`config.mk`:
```
export PLATFORM = sky130hd
export DESIGN_NAME = led_blink_persistence_classifier_unit
export DESIGN_NICKNAME = d
export VERILOG_FILES = /design/src/rtl/lbpc_pkg.sv /design/src/rtl/lbpc_core.sv /design/src/rtl/lbpc_resq.sv /design/src/rtl/led_blink_persistence_classifier_unit.sv
export SDC_FILE = /design/constraint.sdc
export NUM_CORES = 1
export LEC_CHECK = 0
export CAP_MARGIN = 20
export CORE_MARGIN = 2
export CORE_UTILIZATION = 53
export CTS_CLUSTER_SIZE = 8
export DETAILED_ROUTE_END_ITERATION = 7
export DONT_BUFFER_PORTS = 1
export PLACE_DENSITY_LB_ADDON = 0.2
export RECOVER_POWER = 50
export SYNTH_ARGS = -nofsm -noshare
export SYNTH_HDL_FRONTEND = slang
export SYNTH_HIERARCHICAL = 1
export SYNTH_SLANG_ARGS = --single-unit
```
`constraint.sdc`:
```
create_clock -name clk -period 6.7 [get_ports clk]
set_clock_uncertainty 0.1 [all_clocks]
set_input_delay 0.335 -clock clk [delete_from_list [all_inputs] [get_ports clk]]
set_output_delay 0.335 -clock clk [all_outputs]
set_load 0.01 [all_outputs]
```
`src/rtl/lbpc_pkg.sv`:
```
// Shared types and constants for the LED blink persistence classifier.
`default_nettype none

package lbpc_pkg;

  // Default samples per judging window.
  localparam int unsigned WINDOW_SIZE_DEF = 64;

  // Result queue depth; must hold at least two beats.
  localparam int unsigned RES_DEPTH = 4;

  localparam int unsigned LED_W   = 8;
  localparam int unsigned LIMIT_W = 7;
  localparam int unsigned CFG_W   = 8;

  // Configuration register indexes.
  typedef enum logic [0:0] {
    REG_LED_INDEX    = 1'b0,
    REG_PERIOD_LIMIT = 1'b1
  } cfg_reg_t;

  // Edge tracker phase.
  typedef enum logic [2:0] {
    EDGE_NONE  = 3'b001,
    EDGE_FIRST = 3'b010,
    EDGE_DONE  = 3'b100
  } edge_phase_t;

  // One result beat.
  typedef struct packed {
    logic [LED_W-1:0] led_number;
    logic             led_on;
    logic             last_of_run;
  } beat_t;

  // Beats produced by one accepted sample, in order.
  typedef struct packed {
    logic [1:0] cnt;
    beat_t      b0;
    beat_t      b1;
  } push_t;

endpackage : lbpc_pkg

`default_nettype wire

```
`src/rtl/lbpc_core.sv`:
```
// Window state, edge tracker and judgment for one sample per cycle while acc is high.
`default_nettype none

module lbpc_core #(
  parameter int unsigned WINDOW_SIZE = lbpc_pkg::WINDOW_SIZE_DEF
) (
  input  wire logic                         clk,
  input  wire logic                         rst_n,
  input  wire logic                         acc,
  input  wire logic                         level,
  input  wire logic [lbpc_pkg::LED_W-1:0]   led_index,
  input  wire logic [lbpc_pkg::LIMIT_W-1:0] period_limit,
  output lbpc_pkg::push_t                   push
);
  import lbpc_pkg::*;

  localparam int unsigned POS_W    = $clog2(WINDOW_SIZE);
  localparam int unsigned CNT_W    = $clog2(WINDOW_SIZE + 1);
  localparam int unsigned CMP_W    = (POS_W > LIMIT_W) ? POS_W : LIMIT_W;
  // count*20 < W  <=>  count <= (W-1)/20
  localparam int unsigned LOW_MAX  = (WINDOW_SIZE - 1) / 20;
  // count*20 > 19W  <=>  count > 19W/20
  localparam int unsigned HIGH_MAX = (19 * WINDOW_SIZE) / 20;

  logic [POS_W-1:0] pos_r, pos_nxt;
  logic [CNT_W-1:0] hc_r, hc_nxt;
  logic             first_lvl_r, first_lvl_nxt;
  logic             prev_lvl_r, prev_lvl_nxt;
  edge_phase_t      phase_r, phase_nxt;
  logic [POS_W-1:0] first_pos_r, first_pos_nxt;
  logic [POS_W-1:0] period_r, period_nxt;
  logic             slow_r, slow_nxt;

  logic  win_end;
  logic  judge_emit;
  logic  judge_on;
  beat_t echo_b, judge_b;

  always_comb begin
    first_lvl_nxt = first_lvl_r;
    phase_nxt     = phase_r;
    first_pos_nxt = first_pos_r;
    period_nxt    = period_r;
    hc_nxt        = hc_r + CNT_W'(level);
    if (pos_r == '0) begin
      // Open a new window.
      first_lvl_nxt = level;
      phase_nxt     = EDGE_NONE;
      first_pos_nxt = '0;
      period_nxt    = '0;
      hc_nxt        = CNT_W'(level);
    end else if (level != prev_lvl_r) begin
      if (phase_r == EDGE_NONE) begin
        phase_nxt     = EDGE_FIRST;
        first_pos_nxt = pos_r;
      end else if (phase_r == EDGE_FIRST && level != first_lvl_r) begin
        period_nxt = pos_r - first_pos_r;
        phase_nxt  = EDGE_DONE;
      end
    end
    prev_lvl_nxt = level;

    win_end = (pos_r == POS_W'(WINDOW_SIZE - 1));
    pos_nxt = win_end ? '0 : pos_r + 1'b1;

    judge_emit = 1'b1;
    judge_on   = 1'b1;
    if (hc_nxt <= CNT_W'(LOW_MAX)) begin
      judge_on = 1'b0;
    end else if (hc_nxt > CNT_W'(HIGH_MAX)) begin
      judge_on = 1'b1;
    end else if (phase_nxt == EDGE_DONE &&
                 CMP_W'(period_nxt) < CMP_W'(period_limit)) begin
      judge_on = 1'b1;
    end else begin
      judge_emit = 1'b0;
    end
    slow_nxt = win_end ? !judge_emit : slow_r;

    echo_b.led_number  = led_index;
    echo_b.led_on      = level;
    echo_b.last_of_run = !(win_end && judge_emit);
    judge_b.led_number  = led_index;
    judge_b.led_on      = judge_on;
    judge_b.last_of_run = 1'b1;

    push.cnt = '0;
    push.b0  = echo_b;
    push.b1  = judge_b;
    if (acc) begin
      if (slow_r) begin
        push.cnt = (win_end && judge_emit) ? 2'd2 : 2'd1;
      end else if (win_end && judge_emit) begin
        push.cnt = 2'd1;
        push.b0  = judge_b;
      end
    end
  end

  always_ff @(posedge clk) begin
    if (!rst_n) begin
      pos_r       <= '0;
      hc_r        <= '0;
      first_lvl_r <= 1'b0;
      prev_lvl_r  <= 1'b0;
      phase_r     <= EDGE_NONE;
      first_pos_r <= '0;
      period_r    <= '0;
      slow_r      <= 1'b1;
    end else if (acc) begin
      pos_r       <= pos_nxt;
      hc_r        <= hc_nxt;
      first_lvl_r <= first_lvl_nxt;
      prev_lvl_r  <= prev_lvl_nxt;
      phase_r     <= phase_nxt;
      first_pos_r <= first_pos_nxt;
      period_r    <= period_nxt;
      slow_r      <= slow_nxt;
    end
  end

  // High count can never outrun the samples seen in this window.
  a_hc_bound: assert property (@(posedge clk) disable iff (!rst_n)
    pos_r != '0 |-> hc_r <= CNT_W'(pos_r))
    else $error("high count exceeds window position");

  // Outside slow mode, a mid-window sample produces no beat.
  a_quiet: assert property (@(posedge clk) disable iff (!rst_n)
    acc && !slow_r && !win_end |-> push.cnt == 2'd0)
    else $error("beat produced outside slow mode mid-window");

endmodule : lbpc_core

`default_nettype wire

```
`src/rtl/lbpc_resq.sv`:
```
// Small result queue taking up to two beats per cycle, draining one unless out_stall is high.
`default_nettype none

module lbpc_resq (
  input  wire logic    clk,
  input  wire logic    rst_n,
  input  wire lbpc_pkg::push_t push,
  output logic         room,
  output logic         out_valid,
  input  wire logic    out_stall,
  output lbpc_pkg::beat_t out_beat
);
  import lbpc_pkg::*;

  localparam int unsigned PTR_W = $clog2(RES_DEPTH);
  localparam int unsigned CNT_W = $clog2(RES_DEPTH + 1);

  beat_t            mem_r [RES_DEPTH];
  logic [PTR_W-1:0] wptr_r, wptr_nxt;
  logic [PTR_W-1:0] rptr_r, rptr_nxt;
  logic [CNT_W-1:0] cnt_r, cnt_nxt;
  logic             pop;
  logic [PTR_W-1:0] wptr_p1;

  always_comb begin
    pop       = (cnt_r != '0) && !out_stall;
    wptr_p1   = wptr_r + 1'b1;
    wptr_nxt  = wptr_r + PTR_W'(push.cnt);
    rptr_nxt  = pop ? rptr_r + 1'b1 : rptr_r;
    cnt_nxt   = cnt_r + CNT_W'(push.cnt) - CNT_W'(pop);
    // Hold input while fewer than two slots are free.
    room      = (cnt_r <= CNT_W'(RES_DEPTH - 2));
    out_valid = (cnt_r != '0);
    out_beat  = mem_r[rptr_r];
  end

  always_ff @(posedge clk) begin
    if (push.cnt != 2'd0) begin
      mem_r[wptr_r] <= push.b0;
    end
    if (push.cnt == 2'd2) begin
      mem_r[wptr_p1] <= push.b1;
    end
  end

  always_ff @(posedge clk) begin
    if (!rst_n) begin
      wptr_r <= '0;
      rptr_r <= '0;
      cnt_r  <= '0;
    end else begin
      wptr_r <= wptr_nxt;
      rptr_r <= rptr_nxt;
      cnt_r  <= cnt_nxt;
    end
  end

  a_no_overflow: assert property (@(posedge clk) disable iff (!rst_n)
    push.cnt != 2'd0 |-> room)
    else $error("push into full result queue");

  a_cnt_bound: assert property (@(posedge clk) disable iff (!rst_n)
    cnt_r <= CNT_W'(RES_DEPTH))
    else $error("result queue count out of range");

endmodule : lbpc_resq

`default_nettype wire

```
`src/rtl/led_blink_persistence_classifier_unit.sv`:
```
// Top level of the LED blink persistence classifier.
//
// Input channel: one pin sample per beat (in_level), taken when in_valid
// is high and in_stall is low. Result channel: LED events (out_led_number,
// out_led_on, out_last_of_run), taken when out_valid is high and out_stall
// is low. Each sample yields zero, one or two beats; out_last_of_run marks
// the final beat caused by a sample.
// In slow mode every sample is echoed as an on/off event. The last sample
// of each WINDOW_SIZE-sample window is judged by duty and blink period,
// and may add a judgment beat, after the echo in slow mode.
// Throughput: one sample per cycle while in_stall is low. A beat is
// queued on accept and offered after earlier beats. All window state
// updates in the accept cycle; results pass through a four-beat queue,
// so the receiver may stall while samples keep flowing until the queue is
// nearly full, at which point in_stall rises. Stalled beats hold steady.
// Configuration: cfg_we with cfg_index and cfg_wdata writes led_index (0)
// or period_limit (1, low 7 bits); write only while the block is idle.
// Reset (rst_n low, synchronous) empties the queue, clears the window and
// edge tracker, sets slow mode, led_index 0 and period_limit 8.
`default_nettype none

module led_blink_persistence_classifier_unit #(
  parameter int unsigned WINDOW_SIZE = lbpc_pkg::WINDOW_SIZE_DEF
) (
  input  wire logic                       clk,
  input  wire logic                       rst_n,
  input  wire logic                       in_valid,
  output logic                            in_stall,
  input  wire logic                       in_level,
  output logic                            out_valid,
  input  wire logic                       out_stall,
  output logic [lbpc_pkg::LED_W-1:0]      out_led_number,
  output logic                            out_led_on,
  output logic                            out_last_of_run,
  input  wire logic                       cfg_we,
  input  wire logic [0:0]                 cfg_index,
  input  wire logic [lbpc_pkg::CFG_W-1:0] cfg_wdata
);
  import lbpc_pkg::*;

  logic [LED_W-1:0]   led_index_r;
  logic [LIMIT_W-1:0] period_limit_r;
  logic               room;
  logic               in_acc;
  push_t              push;
  beat_t              head;

  // Register writes: keep only the low bits of each register.
  always_ff @(posedge clk) begin
    if (!rst_n) begin
      led_index_r    <= '0;
      period_limit_r <= LIMIT_W'(8);
    end else if (cfg_we) begin
      unique case (cfg_reg_t'(cfg_index))
        REG_LED_INDEX:    led_index_r    <= cfg_wdata[LED_W-1:0];
        REG_PERIOD_LIMIT: period_limit_r <= cfg_wdata[LIMIT_W-1:0];
        default:          ;
      endcase
    end
  end

  // Stall the source when the queue cannot take a two-beat sample.
  assign in_stall = !room;
  assign in_acc   = in_valid && room;

  lbpc_core #(
    .WINDOW_SIZE(WINDOW_SIZE)
  ) u_core (
    .clk          (clk),
    .rst_n        (rst_n),
    .acc          (in_acc),
    .level        (in_level),
    .led_index    (led_index_r),
    .period_limit (period_limit_r),
    .push         (push)
  );

  lbpc_resq u_resq (
    .clk       (clk),
    .rst_n     (rst_n),
    .push      (push),
    .room      (room),
    .out_valid (out_valid),
    .out_stall (out_stall),
    .out_beat  (head)
  );

  assign out_led_number  = head.led_number;
  assign out_led_on      = head.led_on;
  assign out_last_of_run = head.last_of_run;

  // A beat offered and stalled stays offered.
  a_out_hold: assert property (@(posedge clk) disable iff (!rst_n)
    out_valid && out_stall |=> out_valid)
    else $error("result beat dropped under stall");

endmodule : led_blink_persistence_classifier_unit

`default_nettype wire
```
==> Word level (Yosys, flattened, before mapping) <==
Memory sizes are Yosys's and may differ from the RTL's. A register that Yosys moved wholly into a read port is not among the register bits.
Index checks and enable logic that the tools add are counted.
{ "classes": {"addsub": 8, "mul": 0, "n_div": 0, "n_lt_le_gt_ge": 4, "eq_ne": 7, "shifts": 0, "n_mux": 28, "bitwise": 1, "n_reduce_logical": 19} }
{ "ops": {"columns": ["op", "count"], "rows": [
  ["$mux W6", 8],
  ["$mux W12", 1],
  ["$mux W3", 4],
  ["$mux W11", 1],
  ["$mux W10", 1],
  ["$mux W1", 8],
  ["$mux W2", 4],
  ["$reduce_and A2 Y1", 4],
  ["$add A7 B1 Y7", 1],
  ["$gt A7 B6 Y1 const B", 1],
  ["$le A7 B2 Y1 const B", 1],
  ["$lt A6 B7 Y1", 1],
  ["$mux W7", 1],
  ["$add A6 B1 Y6 const B", 1],
  ["$eq A6 B6 Y1 const B", 1],
  ["$logic_not A6 Y1", 1],
  ["$reduce_bool A2 Y1", 3],
  ["$sub A6 B6 Y6", 1],
  ["$logic_and A1 B1 Y1", 5],
  ["$add A2 B1 Y2 const B", 2],
  ["$logic_not A1 Y1", 4],
  ["$add A3 B2 Y3", 1],
  ["$eq A3 B1 Y1 const B", 1],
  ["$eq A3 B2 Y1 const B", 1],
  ["9 further kinds", 10]
]} }
{ "word_totals": {"reg_bits": 53, "latch_bits": 0, "ramBits": 40, "romBits": 0, "in_bits": 15, "output_inout_bits": 12, "n_memories": 1} }
{ "memory_table": {"columns": ["name", "words", "word_bits", "read_ports", "rd_clocked_by_memory_dff", "wr", "line_no", "text"], "rows": [
  ["u_resq.mem_r", 4, 10, 1, 1, 2, "lbpc_resq.sv:18", "beat_t mem_r [RES_DEPTH];"]
]} }

==> Longest topological paths before layout <==
{ "logic_depth": {"ltp_word": 19, "mapped_depth": 24, "depth_no_buf": 24} }

==> Hierarchy <==
The synthesis kept the hierarchy.
{ "by_module_without_submodules": {"columns": ["mod", "n_inst", "cells_per_inst", "area_per_inst_um2", "seq_area_each_um2"], "rows": [
  ["lbpc_resq", 1, 149, 2422.3, 1381.3],
  ["lbpc_core", 1, 286, 2222.1, 620.6],
  ["led_blink_persistence_classifier_unit", 1, 62, 593.1, 300.3]
]} }

==> Worst setup path after synthesis <==
No wires, ideal clock.
{ "synth_path": {"kind": "register -> register", "startpoint": "register u_core.first_pos_r[1]", "endpoint": "register u_resq.cnt_r[2]", "setup_time_ps": 115, "arrival_ps": 4449, "t_required_ps": 6485, "setup_slack_ps": 2036, "path_stages_with_launch": 24, "synth_period_minus_slack_ps": 4664, "cell_sequence": "dfxtp_1 > inv_1 > ha_1 > nor2b_1 > o21ai_0 > a21boi_0 > or4_1 > and3_1 > o22ai_1 > ha_1 > nand4b_1 > a21oi_1 > nor4_1 > a31o_2 > nor2b_1 > ha_1 > and2_1 > inv_1 > ha_1 > inv_1 > fa_1 > xnor2_1 > xnor2_1 > and2_1"} }
{ "synth_rtl": {"columns": ["element", "line_no", "text"], "rows": [
  ["start, declared", "lbpc_core.sv:30", "logic [POS_W-1:0] first_pos_r, first_pos_nxt;"],
  ["start signal, assigned", "lbpc_core.sv:116", "first_pos_r <= first_pos_nxt;"],
  ["end signal, assigned", "lbpc_resq.sv:54", "cnt_r <= cnt_nxt;"],
  ["end, declared", "lbpc_resq.sv:21", "logic [CNT_W-1:0] cnt_r, cnt_nxt;"]
]} }

==> impl_metrics.csv <==
group,metric,value,unit
synthesis,synth_cell_types,58,
grt,grt_pass1_wl,16210,um
timing,fin_crit_sh,85.01,%
finish,fin_area,5378,sq um
synthesis,syn_area_per_cell,10.54,sq um
placed_design,place_ws,1.369,ns
finish,fill_cells,836,
critical_path,ff2ff_path_depth,16,
detailed_routing,detail-route-antenna-nets,0,
critical_path,crit_fanout,14,
grt,grt_pass1_vias,3297,
finish,fin_nets,507,
synthesis,async_flop_share,0,%
floorplanning,io_pins,27,
status,status,"finished, final reports clean",
timing,relSlewSlack,3.481,%
timing,rsz0062_at_grt,"false",
timing,setup_viol,0,
detailed_routing,drc,0,
cts,cts_buffers,9,
detailed_routing,top_layer_used,"met4",
synthesis,synth_top_area_share,22.93,%
timing,fmax,0.1756,GHz
floorplanning,die-area,10690,sq um
floorplanning,coreArea,9684,sq um
critical_path,start_kind,"flip-flop",
placed_design,portBuffers,0,
synthesis,synth_flop_cell,"dfxtp_1",
grt,grt_overflow_total,0,
synthesis,yosysSeqAreaShare,43.96,%
synthesis,synth-seq-cells,95,
timing,setup-tns-final,0,ns
timing,min_period,5.696,ns
cts,clk_pin_slew,0.10,ns
floorplanning,start_util,54.08,%
grt,grt_usage,20.07,%
finish,drive_above_1_share,15.55,%
detailed_routing,wl_per_cell,16.08,um
placed_design,place_congestion,0.7813,
critical_path,cp_data_arrival_time,5.71,ns
cts,cts_tree,"built",
synthesis,syn_nets,533,
detailed_routing,met3WireLength,408,um
placed_design,postPlaceCellArea,5160,sq um
placed_design,dp_hpwl,6529,um
detailed_routing,vias_per_cell,5.557,
floorplanning,die_h,103.4,um
job,maxCapViolCount,0,
floorplanning,core.rowCount,36,
power_and_ir_drop,peakVddDrop,0.1017,mV
critical_path,worstPathRequired,6.72,ns
synthesis,yosysTopAreaCell,"edfxtp_1",
power_and_ir_drop,leakage,0.001917,uW
hold_path,hold_path.class,"input pin to flip-flop",
timing,report.final.slew_viol_count,0,
detailed_routing,met1_length,4702,um
hold_path,holdPathStages,1,
critical_path,cp-end-kind,"flip-flop",
synthesis,synthCells,497,
timing,fin_ws,1.004,ns
cts,cts_max_level,3,
detailed_routing,met2WireLength,4496,um
detailed_routing,drt_iter0_markers,178,
detailed_routing,wirelength,9791,um
power_and_ir_drop,power.density,256.3,nW/um^2
grt,grt_start_max_net_pins,44,
detailed_routing,via_count,3384,
cts,cts_buffer_depth,2,
timing,worst_pin_slew,1.448,ns
synthesis,syn_area,5238,sq um
finish,antennaDiodeCount,0,
synthesis,synth_area_leaders,"edfxtp_1, dfxtp_1, mux2_2",
critical_path,crit_type,"flip-flop to flip-flop",
cts,cts.sinks,95,
synthesis,ys.warnings.count,6,
timing,hold_viol_final,0,
floorplanning,die_w,103.4,um
timing,whs,0.02635,ns
finish,area_delta_synth_final,2.676,%
cts,clk_root_buffer_cell,"clkbuf_8",
grt,antenna_found_initial,0,
synthesis,synth.most_common_cell,"dfxtp_1",
synthesis,synth_top_cells_by_count,"dfxtp_1, nand2_1, edfxtp_1, mux2_2, inv_1",
cts,insertion_delay,0.36,ns
detailed_routing,first_pass_iters,5,
synthesis,synth_edf_count,40,
[path summary, 6_finish.rpt]
check,from,end,slack (ns)
max reg2reg,u_core/prev_lvl_r,u_resq/mem_r[2][2],1.00
min reg2reg,period_limit_r[1],period_limit_r[1],0.37
max,u_core/prev_lvl_r,u_resq/mem_r[2][2],1.00
min,rst_n,flip-flop,0.03
[through the flow]
step           instances  total power (uW)  util (%)
2_1_floorplan        497             982.6         -
3_3_place_gp         588              1029     53.28
3_5_place_dp         588              1038     53.28
4_1_cts              609              1393     55.65
5_1_grt              609              1463     55.53
6_report             609              1378     55.53
[power breakdown]
group          total [uW]  internal [uW]  leakage [uW]  switching, uW
clock network         352            140     0.0000814            212
logic                 309            133       0.00102            176
registers             717            668      0.000814           49.6
total                1380            940       0.00192            438
[timing repair]
action,4_1_cts,5_1_grt
gates resized for setup,0,0
hold endpoints to repair,11,0
hold buffers,5,0
setup buffers,0,0
[cells in the final DEF, fill, tap and decap left out, types with 4 or more instances in the layout]
master         instances
and2_1                 7
a22oi_1                4
dlygate4sd3_1          5
a21boi_0               4
nand2b_1               6
nor3_1                 7
nor4_1                 4
clkbuf_8               9
nand3_1               12
and2_0                 8
nor2_1                21
o211ai_1               4
mux2i_1               24
mux4_2                10
nand2_1               52
ha_1                  19
xnor2_1               11
a21oi_1               19
nor2b_1               14
inv_1                 25
and3_1                 7
o21ai_0               14
dfxtp_1               55
edfxtp_1              40
mux2_2                40
o31ai_1                4
[worst max-delay path, stage by stage (launching register included)]
cell       delay [ns]
dfxtp_1          0.35
or3b_1           0.43
a2111oi_4        0.83
nor2_1           0.08
a211oi_1         0.28
ha_1             0.29
nor2b_1          0.13
o21ai_0          0.15
a21oi_1          0.09
nor4_1           0.32
a31o_2           0.24
nor2b_1          0.14
ha_1             0.24
and2_0           0.30
nand2b_4         0.23
nor2_1           0.85
mux2_2           0.43
[cell families (layout without fill, tap and decap cells)]
family / Yosys count / count (layout) / share of synthesized area [%]
other: 1 / 1 / 0.07160
buffers and inverters: 68 / 47 / 6.593
DFF: 95 / 95 / 43.96
AOI/OAI and AO/OA: 65 / 65 / 8.290
and+or+nand+nor: 159 / 159 / 15.91
adders and majority gates: 21 / 21 / 5.303
xor gates and xnor gates: 13 / 13 / 2.174
muxes: 75 / 75 / 17.70
[per-layer routing]
layer,vias to the layer above,track usage [%]
met5,-,0
met4,0,7.085
met3,18,4.234
met2,70,31.76
met1,1588,27.38
li1,1708,-
[flip-flops by register name (all words and copies together) (netlist names), 2 cells and up, named ones only]
signal	cells
u_core/hc_r	7
period_limit_r	7
u_core/phase_r	3
u_resq/mem_r	40
u_core/pos_r	6
u_resq/wptr_r	2
u_resq/rptr_r	2
u_core/first_pos_r	6
u_core/period_r	6
led_index_r	8
u_resq/cnt_r	3
[cell type report]
type | instances | area [sq um] | share of cell area, %
repair buffers | 6 | 53.80 | 1.000
flip-flops and latches | 95 | 2302 | 42.81
clock buffers | 10 | 127.6 | 2.373
inverters | 25 | 93.84 | 1.745
multi-input cells | 334 | 2582 | 48.02
well taps | 133 | 166.4 | 3.094
clock inverters | 6 | 51.30 | 0.9539
Power figures use the tool's default switching activity.
